===== config.mk =====
export PLATFORM = sky130hd
export DESIGN_NAME = trip_fuel_distance_accumulator
export DESIGN_NICKNAME = d
export VERILOG_FILES = /design/src/hdl/tfda_pkg.sv /design/src/hdl/tfda_muldiv.sv /design/src/hdl/trip_fuel_distance_accumulator.sv
export SDC_FILE = /design/constraint.sdc
export NUM_CORES = 1
export LEC_CHECK = 0
export BUFFER_PORTS_ARGS = -buffer_cell sky130_fd_sc_hd__buf_2
export CAP_MARGIN = 20
export CORE_UTILIZATION = 30
export CTS_BUF_LIST = sky130_fd_sc_hd__clkbuf_4
export DETAILED_ROUTE_END_ITERATION = 12
export PLACE_DENSITY = 0.46
export SLEW_MARGIN = 10
export SYNTH_ARGS = -nofsm -noshare
export SYNTH_HDL_FRONTEND = slang
export SYNTH_SLANG_ARGS = --single-unit

===== constraint.sdc =====
create_clock -name clk -period 4.9 [get_ports clk]
set_input_delay 0.245 -clock clk [delete_from_list [all_inputs] [get_ports clk]]
set_output_delay 0.245 -clock clk [all_outputs]
set_load 0.1 [all_outputs]

===== src/hdl/tfda_pkg.sv =====
// Package for the trip fuel and distance accumulator.
// Holds the shared widths, constants and the request type of the serial
// multiply-divide unit. No dependencies.
package tfda_pkg;

  localparam int unsigned MD_AW = 40;  // product and quotient width
  localparam int unsigned MD_BW = 16;  // multiplier width, one bit per cycle
  localparam int unsigned MD_DW = 11;  // divisor width

  localparam logic [MD_DW-1:0] DIV_DIST   = 11'd36;
  localparam logic [MD_DW-1:0] DIV_PCT    = 11'd100;
  localparam logic [MD_DW-1:0] DIV_FUEL   = 11'd1073;
  localparam logic [10:0]      KELVIN_OFS = 11'd273;
  localparam logic [8:0]       CUT_MARGIN = 9'd4;
  localparam int unsigned      OPEN_LOOP_BIT = 10;
  localparam logic [23:0]      AIR_MAX    = 24'hFFFFFF;
  localparam logic [7:0]       THR_MIN_RESET = 8'd255;
  localparam logic [7:0]       ADJ_RESET  = 8'd100;
  localparam logic [7:0]       DISP_RESET = 8'd20;

  localparam logic CFG_ADJ  = 1'b0;
  localparam logic CFG_DISP = 1'b1;

  typedef struct packed {
    logic [MD_AW-1:0] a;
    logic [MD_BW-1:0] b;
    logic [MD_DW-1:0] d;
  } md_req_t;

endpackage


===== src/hdl/tfda_muldiv.sv =====
// Bit-serial unit computing (a * b) / d: shift-add multiply over the 16
// multiplier bits, then restoring division one quotient bit per cycle.
// Depends on tfda_pkg.
module tfda_muldiv import tfda_pkg::*; (
  input  logic             clk,
  input  logic             rst_n,
  input  logic             start,
  input  md_req_t          req,
  output logic             done,
  output logic [MD_AW-1:0] quo
);

  localparam logic [1:0] PH_IDLE = 2'd0;
  localparam logic [1:0] PH_MUL  = 2'd1;
  localparam logic [1:0] PH_DIV  = 2'd2;

  logic [1:0]       ph_r, ph_nxt;
  logic [5:0]       cnt_r, cnt_nxt;
  logic [MD_AW-1:0] a_r, a_nxt;
  logic [MD_BW-1:0] b_r, b_nxt;
  logic [MD_DW-1:0] d_r, d_nxt;
  logic [MD_AW-1:0] acc_r, acc_nxt;
  logic [MD_DW-1:0] rem_r, rem_nxt;
  logic             done_r, done_nxt;
  logic [MD_DW:0]   trial;

  assign trial = {rem_r, acc_r[MD_AW-1]};

  always_comb begin
    ph_nxt   = ph_r;
    cnt_nxt  = cnt_r;
    a_nxt    = a_r;
    b_nxt    = b_r;
    d_nxt    = d_r;
    acc_nxt  = acc_r;
    rem_nxt  = rem_r;
    done_nxt = 1'b0;
    unique case (ph_r)
      PH_IDLE: begin
        if (start) begin
          a_nxt   = req.a;
          b_nxt   = req.b;
          d_nxt   = req.d;
          acc_nxt = '0;
          rem_nxt = '0;
          cnt_nxt = '0;
          ph_nxt  = PH_MUL;
        end
      end
      PH_MUL: begin
        if (b_r[0]) acc_nxt = acc_r + a_r;
        a_nxt   = {a_r[MD_AW-2:0], 1'b0};
        b_nxt   = {1'b0, b_r[MD_BW-1:1]};
        cnt_nxt = cnt_r + 6'd1;
        if (cnt_r == 6'(MD_BW - 1)) begin
          cnt_nxt = '0;
          ph_nxt  = PH_DIV;
        end
      end
      PH_DIV: begin
        // The remainder stays below the divisor, so the trial fits one extra bit.
        if (trial >= {1'b0, d_r}) begin
          rem_nxt = MD_DW'(trial - {1'b0, d_r});
          acc_nxt = {acc_r[MD_AW-2:0], 1'b1};
        end else begin
          rem_nxt = trial[MD_DW-1:0];
          acc_nxt = {acc_r[MD_AW-2:0], 1'b0};
        end
        cnt_nxt = cnt_r + 6'd1;
        if (cnt_r == 6'(MD_AW - 1)) begin
          ph_nxt   = PH_IDLE;
          done_nxt = 1'b1;
        end
      end
      default: ph_nxt = PH_IDLE;
    endcase
  end

  always_ff @(posedge clk) begin
    if (!rst_n) begin
      ph_r   <= PH_IDLE;
      done_r <= 1'b0;
      cnt_r  <= '0;
    end else begin
      ph_r   <= ph_nxt;
      done_r <= done_nxt;
      cnt_r  <= cnt_nxt;
    end
    a_r   <= a_nxt;
    b_r   <= b_nxt;
    d_r   <= d_nxt;
    acc_r <= acc_nxt;
    rem_r <= rem_nxt;
  end

  assign done = done_r;
  assign quo  = acc_r;

endmodule


===== src/hdl/trip_fuel_distance_accumulator.sv =====
// Trip fuel and distance accumulator, top level.
// Samples arrive on the in_ channel (valid/stall); each accepted sample
// produces TRIP_COUNT result transfers on the out_ channel, trip 0 first,
// with out_last_trip set on the final one. in_stall is high from the
// accepting edge until the last result of that sample has been taken.
// Each multiply-divide runs through one bit-serial multiply-divide unit
// (displacement times 36, the Kelvin offset and the totals are added or
// multiplied outside it). An operation takes 16 multiply bits, then 40
// quotient bits, then hands the quotient back and issues the next one. A
// sample with in_valid_flags[0] set uses one operation for distance and,
// when fuel is computed, four more for fuel. When the receiver stalls, the
// current result holds and the sequencer waits. Synchronous reset clears
// the totals, sets the idle throttle minimum to 255, and loads the register
// defaults (adjust 100, displacement 20 dL). Configuration writes are taken
// on any cycle out of reset in which cfg_we is high. Since no trip is ever
// reset on its own, every trip accumulates the same increments, so one set
// of totals serves all trips.
module trip_fuel_distance_accumulator import tfda_pkg::*; #(
  parameter int unsigned TRIP_COUNT = 3
) (
  input  logic        clk,
  input  logic        rst_n,
  input  logic        cfg_we,
  input  logic        cfg_index,
  input  logic [7:0]  cfg_wdata,
  input  logic        in_valid,
  output logic        in_stall,
  input  logic [15:0] in_elapsed_ms,
  input  logic [7:0]  in_speed_kmh,
  input  logic        in_engine_running,
  input  logic [7:0]  in_throttle_position,
  input  logic [15:0] in_fuel_system_status,
  input  logic        in_maf_supported,
  input  logic [15:0] in_maf_reading,
  input  logic [13:0] in_engine_rpm,
  input  logic [7:0]  in_manifold_kpa,
  input  logic signed [8:0] in_intake_temp_c,
  input  logic [6:0]  in_valid_flags,
  output logic        out_valid,
  input  logic        out_stall,
  output logic [2:0]  out_trip_number,
  output logic [31:0] out_trip_distance_cm,
  output logic [31:0] out_trip_fuel_ul,
  output logic [31:0] out_trip_idle_waste_ul,
  output logic [23:0] out_air_flow_used,
  output logic        out_fuel_cut,
  output logic        out_last_trip
);

  localparam int unsigned CW = (TRIP_COUNT > 1) ? $clog2(TRIP_COUNT) : 1;

  localparam logic [2:0] S_IDLE = 3'd0;
  localparam logic [2:0] S_DIST = 3'd1;
  localparam logic [2:0] S_IMAP = 3'd2;
  localparam logic [2:0] S_AIR1 = 3'd3;
  localparam logic [2:0] S_ADJ  = 3'd4;
  localparam logic [2:0] S_FUEL = 3'd5;
  localparam logic [2:0] S_OUT  = 3'd6;

  logic [2:0]    st_r, st_nxt;
  logic          issue_r, issue_nxt;
  logic [CW-1:0] cnt_r, cnt_nxt;

  logic [7:0]  adj_r, disp_r;
  logic [7:0]  thr_min_r, thr_min_nxt;
  logic [31:0] dist_r, dist_nxt, fuel_r, fuel_nxt, waste_r, waste_nxt;

  logic [15:0] ms_r, maf_r;
  logic [7:0]  spd_r, kpa_r;
  logic [13:0] rpm_r;
  logic [9:0]  kelvin_r;
  logic        maf_path_r, sd_ok_r, do_fuel_r, cut_r;
  logic [17:0] imap_r;
  logic [25:0] air1_r;
  logic [23:0] air_r;

  logic        in_xfer, out_xfer;
  logic        thr_ok, fuel_ok;
  logic [7:0]  new_min;
  logic        cut_now;
  logic [10:0] kelvin_w;
  logic [13:0] disp36;

  logic        md_start, md_done;
  md_req_t     md_req;
  logic [MD_AW-1:0] md_quo;

  assign in_xfer  = in_valid && !in_stall;
  assign out_xfer = out_valid && !out_stall;
  assign in_stall = (st_r != S_IDLE);
  assign out_valid = (st_r == S_OUT);

  // Front-end decisions on the incoming sample, including the minimum update.
  assign thr_ok  = in_valid_flags[0] && in_engine_running && in_valid_flags[1];
  assign new_min = (thr_ok && in_throttle_position != 8'd0 &&
                    in_throttle_position < thr_min_r) ? in_throttle_position : thr_min_r;
  assign fuel_ok = thr_ok && in_valid_flags[2];
  assign cut_now = fuel_ok && ({1'b0, in_throttle_position} < ({1'b0, new_min} + CUT_MARGIN))
                   && in_fuel_system_status[OPEN_LOOP_BIT];
  assign kelvin_w = {{2{in_intake_temp_c[8]}}, in_intake_temp_c} + KELVIN_OFS;
  assign disp36   = 14'(disp_r) * 14'd36;

  always_comb begin
    md_req = '{a: '0, b: '0, d: DIV_PCT};
    unique case (st_r)
      S_DIST: md_req = '{a: MD_AW'(spd_r), b: ms_r, d: DIV_DIST};
      S_IMAP: md_req = '{a: MD_AW'(rpm_r), b: MD_BW'(kpa_r), d: MD_DW'(kelvin_r)};
      S_AIR1: md_req = '{a: MD_AW'(imap_r), b: MD_BW'(disp36), d: DIV_PCT};
      S_ADJ:  md_req = '{a: maf_path_r ? MD_AW'(maf_r) : MD_AW'(air1_r),
                         b: MD_BW'(adj_r), d: DIV_PCT};
      S_FUEL: md_req = '{a: MD_AW'(air_r), b: ms_r, d: DIV_FUEL};
      default: md_req = '{a: '0, b: '0, d: DIV_PCT};
    endcase
  end

  assign md_start = issue_r && (st_r != S_IDLE) && (st_r != S_OUT);

  tfda_muldiv u_md (
    .clk   (clk),
    .rst_n (rst_n),
    .start (md_start),
    .req   (md_req),
    .done  (md_done),
    .quo   (md_quo)
  );

  always_comb begin
    st_nxt      = st_r;
    issue_nxt   = 1'b0;
    cnt_nxt     = cnt_r;
    thr_min_nxt = thr_min_r;
    dist_nxt    = dist_r;
    fuel_nxt    = fuel_r;
    waste_nxt   = waste_r;
    unique case (st_r)
      S_IDLE: begin
        if (in_xfer) begin
          thr_min_nxt = new_min;
          cnt_nxt     = '0;
          issue_nxt   = in_valid_flags[0];
          st_nxt      = in_valid_flags[0] ? S_DIST : S_OUT;
        end
      end
      S_DIST: begin
        if (md_done) begin
          dist_nxt  = dist_r + md_quo[31:0];
          issue_nxt = do_fuel_r;
          st_nxt    = do_fuel_r ? S_IMAP : S_OUT;
        end
      end
      S_IMAP: if (md_done) begin issue_nxt = 1'b1; st_nxt = S_AIR1; end
      S_AIR1: if (md_done) begin issue_nxt = 1'b1; st_nxt = S_ADJ; end
      S_ADJ:  if (md_done) begin issue_nxt = 1'b1; st_nxt = S_FUEL; end
      S_FUEL: begin
        if (md_done) begin
          fuel_nxt = fuel_r + md_quo[31:0];
          if (spd_r == 8'd0) waste_nxt = waste_r + md_quo[31:0];
          st_nxt = S_OUT;
        end
      end
      S_OUT: begin
        if (out_xfer) begin
          if (cnt_r == CW'(TRIP_COUNT - 1)) st_nxt = S_IDLE;
          else cnt_nxt = cnt_r + CW'(1);
        end
      end
      default: st_nxt = S_IDLE;
    endcase
  end

  always_ff @(posedge clk) begin
    if (!rst_n) begin
      st_r      <= S_IDLE;
      issue_r   <= 1'b0;
      cnt_r     <= '0;
      adj_r     <= ADJ_RESET;
      disp_r    <= DISP_RESET;
      thr_min_r <= THR_MIN_RESET;
      dist_r    <= '0;
      fuel_r    <= '0;
      waste_r   <= '0;
    end else begin
      st_r      <= st_nxt;
      issue_r   <= issue_nxt;
      cnt_r     <= cnt_nxt;
      thr_min_r <= thr_min_nxt;
      dist_r    <= dist_nxt;
      fuel_r    <= fuel_nxt;
      waste_r   <= waste_nxt;
      if (cfg_we) begin
        unique case (cfg_index)
          CFG_ADJ:  adj_r  <= cfg_wdata;
          CFG_DISP: disp_r <= cfg_wdata;
          default: ;
        endcase
      end
    end
  end

  // Sample payload and intermediate results.
  always_ff @(posedge clk) begin
    if (in_xfer) begin
      ms_r       <= in_elapsed_ms;
      spd_r      <= in_speed_kmh;
      maf_r      <= in_valid_flags[3] ? in_maf_reading : 16'd0;
      rpm_r      <= in_engine_rpm;
      kpa_r      <= in_manifold_kpa;
      kelvin_r   <= kelvin_w[9:0];
      maf_path_r <= in_maf_supported;
      sd_ok_r    <= (in_valid_flags[6:4] == 3'b111);
      do_fuel_r  <= fuel_ok && !cut_now;
      cut_r      <= cut_now;
      air_r      <= '0;
    end
    if (md_done && st_r == S_IMAP) imap_r <= md_quo[17:0];
    if (md_done && st_r == S_AIR1) air1_r <= sd_ok_r ? md_quo[25:0] : 26'd0;
    if (md_done && st_r == S_ADJ)
      air_r <= (md_quo > MD_AW'(AIR_MAX)) ? AIR_MAX : md_quo[23:0];
  end

  assign out_trip_number        = 3'(cnt_r);
  assign out_trip_distance_cm   = dist_r;
  assign out_trip_fuel_ul       = fuel_r;
  assign out_trip_idle_waste_ul = waste_r;
  assign out_air_flow_used      = air_r;
  assign out_fuel_cut           = cut_r;
  assign out_last_trip          = (cnt_r == CW'(TRIP_COUNT - 1));

endmodule


== After elaboration in Yosys (flattened, before gate mapping) ==
Index checks and enable logic that the tools add are counted.
W data, S select, Z words.

* Logic and storage cells: 159
* Output and inout bits: 127
* Register bits after elaboration: 397
* Input port bits: 118

* Add/subtract/negate cells: 9
* Multiplexer cells: 44
* Multiply operators: 1
* Bitwise operators: 1
* $lt $le $gt $ge: 4
* Eq/ne operators: 26
* Reductions and logical operators: 44

{| class="wikitable"
|+ Operators with widths
! kind !! number
|-
| $pmux W53 S5 || 1
|-
| $mux W40 || 3
|-
| $pmux W40 S3 || 1
|-
| $add A32 B32 Y32 || 3
|-
| $pmux W40 S2 || 1
|-
| $mux W24 || 3
|-
| $add A40 B40 Y40 || 1
|-
| $gt A40 B24 Y1 const B || 1
|-
| $pmux W16 S2 || 1
|-
| $mux W3 || 10
|-
| $mux W26 || 1
|-
| $mux W11 || 2
|-
| $pmux W11 S2 || 1
|-
| $pmux W3 S7 || 1
|-
| $ne A2 B1 Y1 const B || 10
|-
| $reduce_and A2 Y1 || 10
|-
| $pmux W6 S3 || 1
|-
| $mux W16 || 1
|-
| $logic_and A1 B1 Y1 || 15
|-
| $eq A3 B3 Y1 const B || 4
|-
| $ge A12 B11 Y1 || 1
|-
| $mul A8 B4 Y12 const B || 1
|-
| $mux W2 || 6
|-
| $mux W6 || 2
|-
| 32 further kinds || 48
|}

== Longest topological paths before layout ==
Gate-level depths: netlist (run 1).

* Word-level depth: 11
* Mapped depth: 17
* Depth with buffers taken out: 17

== By module ==
From an unflattened synthesis (run 1), not the netlist that was laid out.

* Cells, all modules: 2548
* Area, all modules: 24415.9 um^2

{| class="wikitable"
|+ Modules (own cells, without submodules)
! module !! seq. area each (um^2) !! times used !! cells an instance !! area an instance (um^2)
|-
| trip_fuel_distance_accumulator || 6846.6 || 1 || 1821 || 16474.6
|-
| tfda_muldiv || 3723.6 || 1 || 727 || 7941.4
|}

== Least setup slack after synthesis (run 1) ==
Ideal clock, no wire load.

* Kind: reg-to-reg
* From: register u_md.ph_r[0]
* To: register u_md.a_r[0], enable pin
* Stages on the path, launching flop included: 4
* Setup time: 547 ps
* Path slack: -303 ps
* Clock period less this slack: 5203 ps
* Data required time: 4353 ps
* Arrival: 4656 ps
* Path buffers: 0
* Path through: dfxtp_1 > inv_1 > ha_1 > o21ai_0

* Cells in the longest elaborated chain, start to end: 3
* Elaborated cells between the ends (all ways): 5
* Those cells by class: eq/ne: 2; reduce/logical: 3

{| class="wikitable"
|+ RTL lines
! item !! RTL line !! text
|-
| from (decl) || tfda_muldiv.sv:17 || <nowiki>logic [1:0] ph_r, ph_nxt;</nowiki>
|-
| from (signal assigned) || tfda_muldiv.sv:85 || <nowiki>ph_r <= ph_nxt;</nowiki>
|-
| $eq A2 B1 Y1 or $logic_not A2 Y1 (tied branches) || tfda_muldiv.sv:38 || <nowiki>unique case (ph_r)</nowiki>
|-
| $reduce_bool A2 Y1 (no line) or $ne A2 B2 Y1 (tied branches) || - ||
|-
| $reduce_and A2 Y1 (no line) * || - ||
|-
| to (signal assigned) || tfda_muldiv.sv:89 || <nowiki>a_r <= a_nxt;</nowiki>
|-
| to (decl) || tfda_muldiv.sv:19 || <nowiki>logic [MD_AW-1:0] a_r, a_nxt;</nowiki>
|}

Mark *: on every way between the ends. The rest lies on a longest branch, timed or not.
A chain may end at the register's enable or synchronous reset.

== Worst setup path after layout (run 1) ==
* From: register thr_min_r[1]
* To: register do_fuel_r (data pin)

* Cells in the longest elaborated chain, start to end: 9

{| class="wikitable"
|+ RTL lines
! item !! RTL line !! text
|-
| from (decl) || trip_fuel_distance_accumulator.sv:65 || <nowiki>logic [7:0] thr_min_r, thr_min_nxt;</nowiki>
|-
| from (signal assigned) || trip_fuel_distance_accumulator.sv:186 || <nowiki>thr_min_r <= thr_min_nxt;</nowiki>
|-
| $lt A8 B8 Y1 || trip_fuel_distance_accumulator.sv:96 || <nowiki>in_throttle_position < thr_min_r) ? in_throttle_position : thr_min_r;</nowiki>
|-
| $logic_and A1 B1 Y1 || trip_fuel_distance_accumulator.sv:95 || <nowiki>assign new_min = (thr_ok && in_throttle_position != 8'd0 &&</nowiki>
|-
| $mux W8 || trip_fuel_distance_accumulator.sv:96 ||
|-
| named net new_min[3] || trip_fuel_distance_accumulator.sv:79 || <nowiki>logic [7:0] new_min;</nowiki>
|-
| $add A8 B3 Y9 || trip_fuel_distance_accumulator.sv:98 || <nowiki>assign cut_now = fuel_ok && ({1'b0, in_throttle_position} < ({1'b0, new_min} + CUT_MARGIN))</nowiki>
|-
| $lt A8 B9 Y1 || trip_fuel_distance_accumulator.sv:98 ||
|-
| $logic_and A1 B1 Y1 || trip_fuel_distance_accumulator.sv:98 ||
|-
| $logic_and A1 B1 Y1 || trip_fuel_distance_accumulator.sv:99 || <nowiki>&& in_fuel_system_status[OPEN_LOOP_BIT];</nowiki>
|-
| $logic_not A1 Y1 || trip_fuel_distance_accumulator.sv:211 || <nowiki>do_fuel_r <= fuel_ok && !cut_now;</nowiki>
|-
| $logic_and A1 B1 Y1 || trip_fuel_distance_accumulator.sv:211 ||
|-
| to (signal assigned) || trip_fuel_distance_accumulator.sv:211 ||
|-
| to (decl) || trip_fuel_distance_accumulator.sv:72 || <nowiki>logic maf_path_r, sd_ok_r, do_fuel_r, cut_r;</nowiki>
|}

The timed path passes the listed nets, and every way through them passes these cells.

==> results of run 1 <==
[cell families after synthesis]
logic type,count (synthesis),share of synthesized area (%)
AND/OR/NAND/NOR,806,16.2
AO/OA/AOI/OAI,708,19.4
flip-flops,397,44.3
buffers and inverters,190,3.02
adder cells (fa/ha/maj),185,9.88
XOR/XNOR,133,4.88
multiplexers,55,2.36
other,1,0.0157
[synthesized netlist by cell type (5+ instances only)]
master and n:
o2111ai_1 5, a22o_1 6, o211a_1 9, nor3b_1 7
inv_1 84, o21a_1 17, nand3_1 58, and2_1 118
a21o_1 83, nand3b_1 5, clkbuf_1 96, nor3_1 32
nor2b_1 28, a21boi_0 28, nand2b_1 16, nand4_1 30
a211o_1 6, edfxtp_1 262, a22oi_1 46, nor2_1 189
dfxtp_1 135, xor2_1 60, o211ai_1 14, o21ai_0 210
a21oi_1 137, and3_1 25, a211oi_1 26, fa_1 6
a31oi_1 22, xnor2_1 73, nor4_1 11, nand2_1 261
a221oi_1 14, o21bai_1 13, ha_1 179, mux2_2 10
o21ai_1 6, mux2i_1 45, o31ai_1 10
[timing repair]
action	CTS	global route
endpoints found under the hold margin	171	0
resized for setup	0	0
hold buffers	176	0
setup buffers	0	0
[flip-flops by register name, indices dropped and copies added, names as in the netlist, 18 cells and up]
| register | cells |
|---|---|
| u_md.a_r | 40 |
| air1_r | 26 |
| out_trip_distance_cm | 32 |
| imap_r | 18 |
| out_trip_idle_waste_ul | 32 |
| u_md.quo | 40 |
| out_air_flow_used | 24 |
| out_trip_fuel_ul | 32 |
[power breakdown]
part	internal (mW)	switching [mW]	leakage, nW	total [mW]
Combinational	1.38	2.66	8.05	4.04
Clock	1.64	1.59	0.866	3.23
Sequential	4.18	0.563	3.55	4.74
[layout by cell type (no fill, tap or decap), drive strengths merged, types with 45 or more instances in the layout]
| cell | synthesis | final |
|---|---|---|
| a21o | 83 | 83 |
| a21oi | 138 | 138 |
| a22oi | 46 | 46 |
| and2 | 119 | 119 |
| buf | 7 | 262 |
| clkbuf | 97 | 170 |
| dfxtp | 135 | 135 |
| dlygate4sd3 | 0 | 176 |
| edfxtp | 262 | 262 |
| ha | 179 | 179 |
| inv | 84 | 87 |
| mux2i | 45 | 45 |
| nand2 | 261 | 261 |
| nand3 | 58 | 58 |
| nor2 | 189 | 189 |
| o21ai | 217 | 217 |
| xnor2 | 73 | 73 |
| xor2 | 60 | 60 |
[worst max-delay path: cells and delay by family (launching register included)]
kind | cells | cell delay (ns)
compound gates | 9 | 1.82
xor+xnor | 1 | 0.11
fa+ha+maj | 3 | 0.79
buf+inv | 2 | 0.61
flops | 1 | 0.34
mux | 1 | 0.34
simple gates | 2 | 0.18
[metrics by stage]
stage	setup WS, ns	util [%]	hold slack (ns)	cell area [sq um]
after floorplan	1.01	-	0.344	23900
after global placement	1.01	33.3	0.425	26300
after detailed placement	1.02	33.3	0.423	26300
after CTS	0.516	37.4	0.00125	29500
after global routing	0.278	37.4	-0.00794	29500
final	0.516	37.4	0.0854	29500
[worst max-delay path by stage]
stage | from | endpoint | cells after the start
floorplan | st_r[1] | u_md.quo[0] | 5
global placement | u_md.quo[7] | out_trip_distance_cm[30] | 11
detailed placement | in_throttle_position[1] | do_fuel_r | 17
CTS | thr_min_r[1] | do_fuel_r | 18
global route | thr_min_r[1] | do_fuel_r | 18
finish | thr_min_r[1] | do_fuel_r | 18
[routing by layer]
metal  wire [microns]  vias to the layer above  global-route usage (%)  part of all wire [%]
li1                 -                    10089                       -                     -
met1            36000                     9766                    25.6                    45
met2            35500                      578                    30.8                    45
met3             5680                      123                    5.29                   7.1
met4             2250                        2                    6.49                   2.8
met5               13                        -                       0                 0.016
[area by class of cell]
cell class | count | area share [%]
repair buffers | 438 | 10.8
multi-input cells | 1888 | 42.8
diodes | 11 | 0.0932
inverters | 86 | 1.10
flip-flops and latches | 397 | 35.8
clock buffers | 170 | 4.32
clock inverters | 34 | 0.614
well taps | 1050 | 4.45
==> reports/qor.yml, run 1 <==
status:
  outcome: "completed"
critical_path:
  r2r-start: "thr_min_r[1]"
  cp-end-kind: "register"
  cp_max_fo: 6
  required_ns: 5.59
  critPathLaunchType: "register"
  cpPeakStageDelay_ns: 0.56
  crit_path_frequent_cell: "a21o_1"
  r2r-end: "do_fuel_r"
  r2r_slack_ns: 0.52
  crit_chain: "inv_1 > ha_1 > a21o_1 > a21o_1 > a21o_1 > a21o_1 > a21oi_1 > o21ai_1 > mux2_2 > ha_1 > nand2_1 > xnor2_1 > ha_1 > a211oi_1 > nand2_1 > a31oi_1 > o21ai_1 > dlygate4sd3_1"
  critPathKind: "reg -> reg"
  crit_arrival_ns: 5.08
  r2r_cells: 18
  slowest_stage: "dlygate4sd3_1"
placed_design:
  gp_routability_congestion: 0.874
  dp_hpwl_microns: 54700
  port_buffers: 228
  dp_cells: 3682
routing:
  routed_wl_microns: 79400
  drc_errors: 0
  postRouteAntennaNets: 0
  viasPerCell: 5.05
  vias: 20558
  drt_iter0_markers: 1428
  first_pass_iters: 5
  wl_per_cell_microns: 19.5
clock_tree:
  clockBufferDepth: 3
  root_buffer: "clkbuf_4"
  cts_tree: "done"
  insertion_delay_ns: 0.94
  cts_sinks: 397
  cts_buffers: 115
  cts.clk_slew.worst_paths_ns: 0.07
  cts_max_level: 3
sta:
  hold_violations: 0
  tns_ns: 0
  drv_slew: 0
  fin_crit_sh_pct: 89.5
  fmax_mhz: 228
  rsz0062_at_grt: "no"
  setup_viol: 0
  finClkSkew_ns: 0.0824
  tightestPinTransition_ns: 1.10
  relSlewSlack_pct: 26.1
  finalCriticalPeriod_ns: 4.38
floorplanning:
  die_area_sq_um: 80700
  io_pins: 245
  core-area_sq_um: 78900
  die_h_microns: 284
  placementRows: 103
  start_util_pct: 30.3
  chipWidth_microns: 284
logic_synthesis:
  yosys_warnings: 0
  syn_nets: 2778
  synth_largest_area_cell: "edfxtp_1"
  synth_edf_count: 262
  yosysSeqAreaShare_pct: 44.3
  ys_seq_elements: 397
  async_flop_share_pct: 0
  synthCells: 2475
  synth.distinct_cells: 85
  yosysTopAreaCellShare_pct: 32.9
  syn-cell-area_sq_um: 23900
  synth.area.top_cells: "edfxtp_1 (33%), dfxtp_1 (11%), ha_1 (9.4%)"
  syn_area_per_cell_sq_um: 9.65
  synth_flop_cell: "edfxtp_1"
min_path:
  min_from: "in_elapsed_ms[4]"
  whs_path_depth: 2
  hold_path_end: "ms_r[4]"
  min_path_type: "in -> reg"
flow_run:
  cap_violations: 0
grt:
  grt.total_usage_pct: 19.5
  grt_max_degree: 76
  antenna_found_initial: 10
  grt_pass1_vias: 20766
  grt_pass1_wl_microns: 122000
  grt_overflow: 0
power:
  cellPowerDensity_nw_per_um2: 407
  p_leak_nw: 12.5
  ir_worst_vdd_mv: 0.185
  power.total_mw: 12.0
layout:
  multi_input_comb_area_sq_um: 12600
  final_layout_size_suffix_gt1_share_pct: 16.0
  syn_to_final_growth_pct: 23.6
  finalNonFillerCells: 4074
  regArea_sq_um: 10600
  nFillCells: 8153
  fin_nets: 3229
(Power assumes the default switching activity.)
==> run 2: changes to the inputs <==
--- a/config.mk
+++ b/config.mk
@@ -10,7 +10,7 @@
 export CORE_UTILIZATION = 30
 export CTS_BUF_LIST = sky130_fd_sc_hd__clkbuf_4
 export DETAILED_ROUTE_END_ITERATION = 12
-export PLACE_DENSITY = 0.46
+export PLACE_DENSITY = 0.5
 export SLEW_MARGIN = 10
 export SYNTH_ARGS = -nofsm -noshare
 export SYNTH_HDL_FRONTEND = slang
==> run 2 against run 1 <==
Net effect: sequential power about the same; count of clock-buffer cells in the layout increased by 3; first-iteration DRC count decreased by 5.8%; sequential share of layout area about the same; routed wire length decreased by 1.6%; largest cell class unchanged; die area unchanged; non-clock buffer count decreased by 2; clock skew increased by 0.014 ns.
==> reports/qor.yml, run 2 (synthesis gave the netlist of run 1 again) <==
status:
  outcome: "completed"  # unchanged
sta:
  finalCriticalPeriod_ns: 4.44  # was 4.38 ns
  rsz0062_at_grt: "no"  # unchanged
  fin_crit_sh_pct: 90.5  # was 89.5%
  tns_ns: 0  # unchanged
  tightestPinTransition_ns: 1.10  # about the same
  hold_slack_ns: 0.0995  # was 0.0854 ns
  relSlewSlack_pct: 26.0  # was 26.1%
  finClkSkew_ns: 0.0969  # was 0.0824 ns
  setup_viol: 0  # unchanged
  drv_slew: 0  # unchanged
  fmax_mhz: 225  # was 228 MHz
  hold_violations: 0  # unchanged
critical_path:
  r2r_slack_ns: 0.46  # was 0.52 ns
  critPathKind: "reg -> reg"  # unchanged
  crit_arrival_ns: 5.12  # was 5.08 ns
  cp-end-kind: "register"  # unchanged
  startpoint: "thr_min_r[1]"  # unchanged
  required_ns: 5.58  # was 5.59 ns
  r2r-start: "thr_min_r[1]"  # unchanged
  cp_max_fo: 14  # was 6
  critPathLaunchType: "register"  # unchanged
clock_tree:
  post_cts_buffers: 0  # unchanged
  cts_tree: "done"  # unchanged
  cts-resized-gates: 0  # unchanged
  cts_sinks: 397  # unchanged
  postCtsHoldBufs: 175  # was 176
  cts_max_level: 3  # unchanged
  clockBufferDepth: 3  # unchanged
  root_buffer: "clkbuf_4"  # unchanged
  cts_buffers: 113  # was 115
  cts.clk_slew.worst_paths_ns: 0.07  # about the same
  insertion_delay_ns: 0.96  # was 0.94 ns
routing:
  postRouteAntennaNets: 0  # unchanged
  drt_iter0_markers: 1345  # was 1428
  first_pass_iters: 8  # was 5
  routed_wl_microns: 78100  # was 79400 microns
  viasPerCell: 5.06  # was 5.05
  drc_errors: 0  # unchanged
  wl_per_cell_microns: 19.2  # was 19.5 microns
  vias: 20547  # was 20558
layout:
  syn_to_final_growth_pct: 23.5  # was 23.6%
  finalNonFillerCells: 4064  # was 4074
  nFillCells: 8122  # was 8153
  stdcell_area_sq_um: 29500  # about the same
  final_layout_size_suffix_gt1_share_pct: 16.1  # was 16.0%
  layout_commonest_cell: "edfxtp_1"  # unchanged
  fin_nets: 3225  # was 3229
  multi_input_comb_area_sq_um: 12600  # unchanged
  regArea_sq_um: 10600  # unchanged
  layout_common_cells: "edfxtp_1 (262), nand2_1 (261), buf_2 (227), o21ai_0 (209), nor2_1 (189)"  # unchanged
floorplanning:
  start_util_pct: 30.3  # unchanged
  die_area_sq_um: 80700  # unchanged
  placementRows: 103  # unchanged
  die_h_microns: 284  # unchanged
  io_pins: 245  # unchanged
  core-area_sq_um: 78900  # unchanged
  chipWidth_microns: 284  # unchanged
min_path:
  min_from: "in_elapsed_ms[7]"  # was in_elapsed_ms[4]
  min_path_type: "in -> reg"  # unchanged
grt:
  use_met3_pct: 4.03  # was 5.29%
  antenna_found_initial: 9  # was 10
  use_met1_pct: 25.3  # was 25.6%
  grt_overflow: 0  # unchanged
  global_route.usage.met2_pct: 30.6  # was 30.8%
  grt_pass1_vias: 20520  # was 20766
  grt_max_degree: 91  # was 76
  grt_pass1_wl_microns: 119000  # was 122000 microns
  grt-busiest-layer: "met2"  # unchanged
  grt.total_usage_pct: 19.0  # was 19.5%
flow_run:
  cap_violations: 0  # unchanged
power:
  ir_worst_vdd_mv: 0.193  # was 0.185 mV
  p_leak_nw: 12.4  # was 12.5 nW
  cellPowerDensity_nw_per_um2: 406  # was 407 nW/um^2
placed_design:
  port_buffers: 228  # unchanged
  gp_routability_congestion: 0.888  # was 0.874
  dp_cells: 3682  # unchanged
  dp_hpwl_microns: 54400  # was 54700 microns
  place_area_sq_um: 26300  # about the same
run 2: changes by cell type in the layout (fill, tap and decap cells not counted), moves of 2 or more:
cell	previous run	this run
clkbuf_4	170	173
inv_8	0	2
clkinv_1	27	23
buf_4	33	31
diode_2	11	3
run 2: stage by stage:
| stage | total power, mW | util, % | setup WS [ns] |
|---|---|---|---|
| global placement | 8.67 | 33.3 | 1.02 |
| CTS | 12.1 | 37.4 | 0.524 |
| floorplan | 7.38 | - | 1.01 |
| global route | 12.7 | 37.4 | 0.229 |
| detailed placement | 8.71 | 33.3 | 1.06 |
| finish | 12.0 | 37.4 | 0.464 |
run 2: worst paths after layout:
check                                 end  depth (start not counted)
worst max-delay path            do_fuel_r                         19
worst min-delay path              ms_r[7]                          2
worst max register to register  do_fuel_r                         19
worst min register to register   adj_r[1]                          2
run 2: area by class of cell:
| type | count | share of cell area (%) |
|---|---|---|
| inverter | 86 | 1.10 |
| clock inverter | 31 | 0.530 |
| sequential | 397 | 35.8 |
| multi-input combinational | 1888 | 42.8 |
| clock buffer | 173 | 4.40 |
| timing repair buffer | 436 | 10.8 |
| antenna | 3 | 0.0255 |
| tap | 1050 | 4.45 |
run 2: per-layer routing:
layer	wire [microns]	part of all wire [%]
met5	0	0
met4	1980	2.5
met3	5530	7.1
met2	35300	45
met1	35300	45
run 2: report_power, final:
group          internal (mW)  switching, mW  leakage (nW)
Combinational           1.39           2.66          8.02
Clock                   1.62           1.58         0.874
Sequential              4.18          0.550          3.55
run 2: worst max-delay path, cell delays in order (launching register included):
cell and delay [ns]:
dfxtp_1 0.34, inv_1 0.05, ha_1 0.27, a21o_1 0.16, a21o_1 0.18, a21o_1 0.18, a21o_1 0.17, a21oi_1 0.16
o21ai_1 0.20, buf_4 0.26, mux2i_1 0.26, o21ai_0 0.19, xnor2_1 0.17, ha_1 0.21, inv_1 0.05, nor2_1 0.04
a21oi_1 0.14, dlygate4sd3_1 0.57, o21ai_1 0.06, dlygate4sd3_1 0.55
==> run 3: changes to the inputs <==
--- a/config.mk
+++ b/config.mk
@@ -5,7 +5,7 @@
 export SDC_FILE = /design/constraint.sdc
 export NUM_CORES = 1
 export LEC_CHECK = 0
-export BUFFER_PORTS_ARGS = -buffer_cell sky130_fd_sc_hd__buf_2
+export BUFFER_PORTS_ARGS = -buffer_cell sky130_fd_sc_hd__clkbuf_2
 export CAP_MARGIN = 20
 export CORE_UTILIZATION = 30
 export CTS_BUF_LIST = sky130_fd_sc_hd__clkbuf_4
==> run 3 against run 2 <==
Net effect: cell area hardly changed; first-iteration DRC count is 9.2% lower; routed wire length hardly changed; clock power is 1% lower; critical path type unchanged; critical endpoint unchanged; sequential share of layout area hardly changed; fmax is 2.0% higher; core utilization hardly changed; setup slack better by 0.085 ns; final cell count is 0.25% higher; combinational power hardly changed; clock skew is 0.014 ns higher.
==> reports/qor.yml, run 3 (synthesis gave the netlist of run 1 again) <==
grt:
  grt_pass1_wl_microns: 118000  # was 119000 microns
  grt_max_degree: 78  # was 91
  grt_overflow: 0  # unchanged
  grt_pass1_vias: 20530  # was 20520
  grt.total_usage_pct: 19.0  # about the same
  antenna_found_initial: 8  # was 9
clock_tree:
  cts_sinks: 397  # unchanged
  cts_tree: "done"  # unchanged
  cts_buffers: 114  # was 113
  clockBufferDepth: 3  # unchanged
  cts.clk_slew.worst_paths_ns: 0.06  # was 0.07 ns
  cts_max_level: 3  # unchanged
  cts-resized-gates: 0  # unchanged
  root_buffer: "clkbuf_4"  # unchanged
  insertion_delay_ns: 0.96  # about the same
sta:
  finalCriticalPeriod_ns: 4.35  # was 4.44 ns
  finClkSkew_ns: 0.111  # was 0.0969 ns
  hold_slack_ns: 0.0848  # was 0.0995 ns
  tns_ns: 0  # unchanged
  fmax_mhz: 230  # was 225 MHz
  relSlewSlack_pct: 24.5  # was 26.0%
  hold_violations: 0  # unchanged
  rsz0062_at_grt: "no"  # unchanged
  tightestPinTransition_ns: 1.12  # was 1.10 ns
  setup_viol: 0  # unchanged
  fin_crit_sh_pct: 88.8  # was 90.5%
  drv_slew: 0  # unchanged
routing:
  viasPerCell: 5.09  # was 5.06
  drt_iter0_markers: 1221  # was 1345
  first_pass_iters: 7  # was 8
  wl_per_cell_microns: 19.2  # about the same
  vias: 20719  # was 20547
  routed_wl_microns: 78100  # about the same
  drc_errors: 0  # unchanged
  postRouteAntennaNets: 0  # unchanged
layout:
  layout_commonest_cell: "edfxtp_1"  # unchanged
  final_layout_size_suffix_gt1_share_pct: 16.1  # about the same
  layout_common_cells: "edfxtp_1 (262), nand2_1 (261), clkbuf_2 (227), o21ai_0 (208), nor2_1 (189)"  # was edfxtp_1 (262), nand2_1 (261), buf_2 (227), o21ai_0 (209), nor2_1 (189)
  fin_nets: 3230  # was 3225
  nFillCells: 7992  # was 8122
  syn_to_final_growth_pct: 23.6  # was 23.5%
  stdcell_area_sq_um: 29500  # about the same
status:
  outcome: "completed"  # unchanged
placed_design:
  gp_routability_congestion: 0.892  # was 0.888
  dp_hpwl_microns: 54200  # was 54400 microns
  port_buffers: 228  # unchanged
  place_area_sq_um: 26300  # about the same
critical_path:
  required_ns: 5.59  # was 5.58 ns
  cp_max_fo: 15  # was 14
  cp-end-kind: "register"  # unchanged
  critPathKind: "reg -> reg"  # unchanged
  critPathLaunchType: "register"  # unchanged
  crit_arrival_ns: 5.04  # was 5.12 ns
floorplanning:
  io_pins: 245  # unchanged
  die_area_sq_um: 80700  # unchanged
  core-area_sq_um: 78900  # unchanged
  chipWidth_microns: 284  # unchanged
  die_h_microns: 284  # unchanged
  start_util_pct: 30.3  # unchanged
  placementRows: 103  # unchanged
flow_run:
  cap_violations: 0  # unchanged
power:
  p_leak_nw: 12.4  # about the same
  cellPowerDensity_nw_per_um2: 404  # was 406 nW/um^2
  ir_worst_vdd_mv: 0.166  # was 0.193 mV
min_path:
  min_path_type: "in -> reg"  # unchanged
[run 3: timing repair]
| action | 4_1_cts | 5_1_grt |
|---|---|---|
| hold endpoints to repair | 155 | 0 |
| hold buffers | 177 | 0 |
| setup buffers | 0 | 0 |
[run 3: where the power goes]
| group | internal (mW) | switching, mW |
|---|---|---|
| registers | 4.18 | 0.537 |
| logic | 1.39 | 2.68 |
| clock network | 1.57 | 1.58 |
[run 3: worst paths after layout]
kind                      startpoint   endpoint  slack (ns)  depth (start not counted)
setup / recovery        thr_min_r[1]  do_fuel_r        0.55                         19
hold / removal    in_manifold_kpa[3]   kpa_r[3]        0.08                          2
setup reg to reg        thr_min_r[1]  do_fuel_r        0.55                         19
hold reg to reg             adj_r[3]   adj_r[3]        0.47                          2
[run 3: cell type report]
type,count,area (sq um),area share [%]
antenna,5,12.5,0.0424
clock buffer,167,1250,4.25
clock inverter,41,193,0.653
inverter,86,324,1.10
multi-input combinational,1888,12600,42.8
sequential,397,10600,35.8
tap,1050,1310,4.45
timing repair buffer,440,3210,10.9
[run 3: critical path: stages, from the launching register on]
cell and delay [ns]:
dfxtp_1 0.35, inv_1 0.05, ha_1 0.27, a21o_1 0.16, a21o_1 0.17, a21o_1 0.18, a21o_1 0.18, a21oi_1 0.14
o21ai_1 0.18, buf_4 0.25, mux2i_1 0.25, o21ai_0 0.15, xnor2_1 0.15, ha_1 0.20, inv_1 0.06, nor2_1 0.04
a21oi_1 0.15, dlygate4sd3_1 0.57, o21ai_1 0.07, dlygate4sd3_1 0.57
[run 3: metrics by stage]
stage | setup WS (ns) | utilization (%) | cells | total power, mW
2_1_floorplan | 1.01 | - | 2475 | 7.38
3_3_place_gp | 1.02 | 33.3 | 3682 | 8.67
3_5_place_dp | 1.09 | 33.3 | 3682 | 8.71
4_1_cts | 0.605 | 37.4 | 4067 | 12.1
5_1_grt | 0.283 | 37.4 | 4073 | 12.7
6_report | 0.549 | 37.4 | 4074 | 11.9
[run 3: layer usage]
metal  global-route usage, %  vias up  wire length [microns]
met3                    5.16      160                   5550
met5                       0        -                     11
met2                    29.6      593                  34600
met1                    24.6     9875                  35000
li1                        -    10089                      -
met4                    7.96        2                   3020
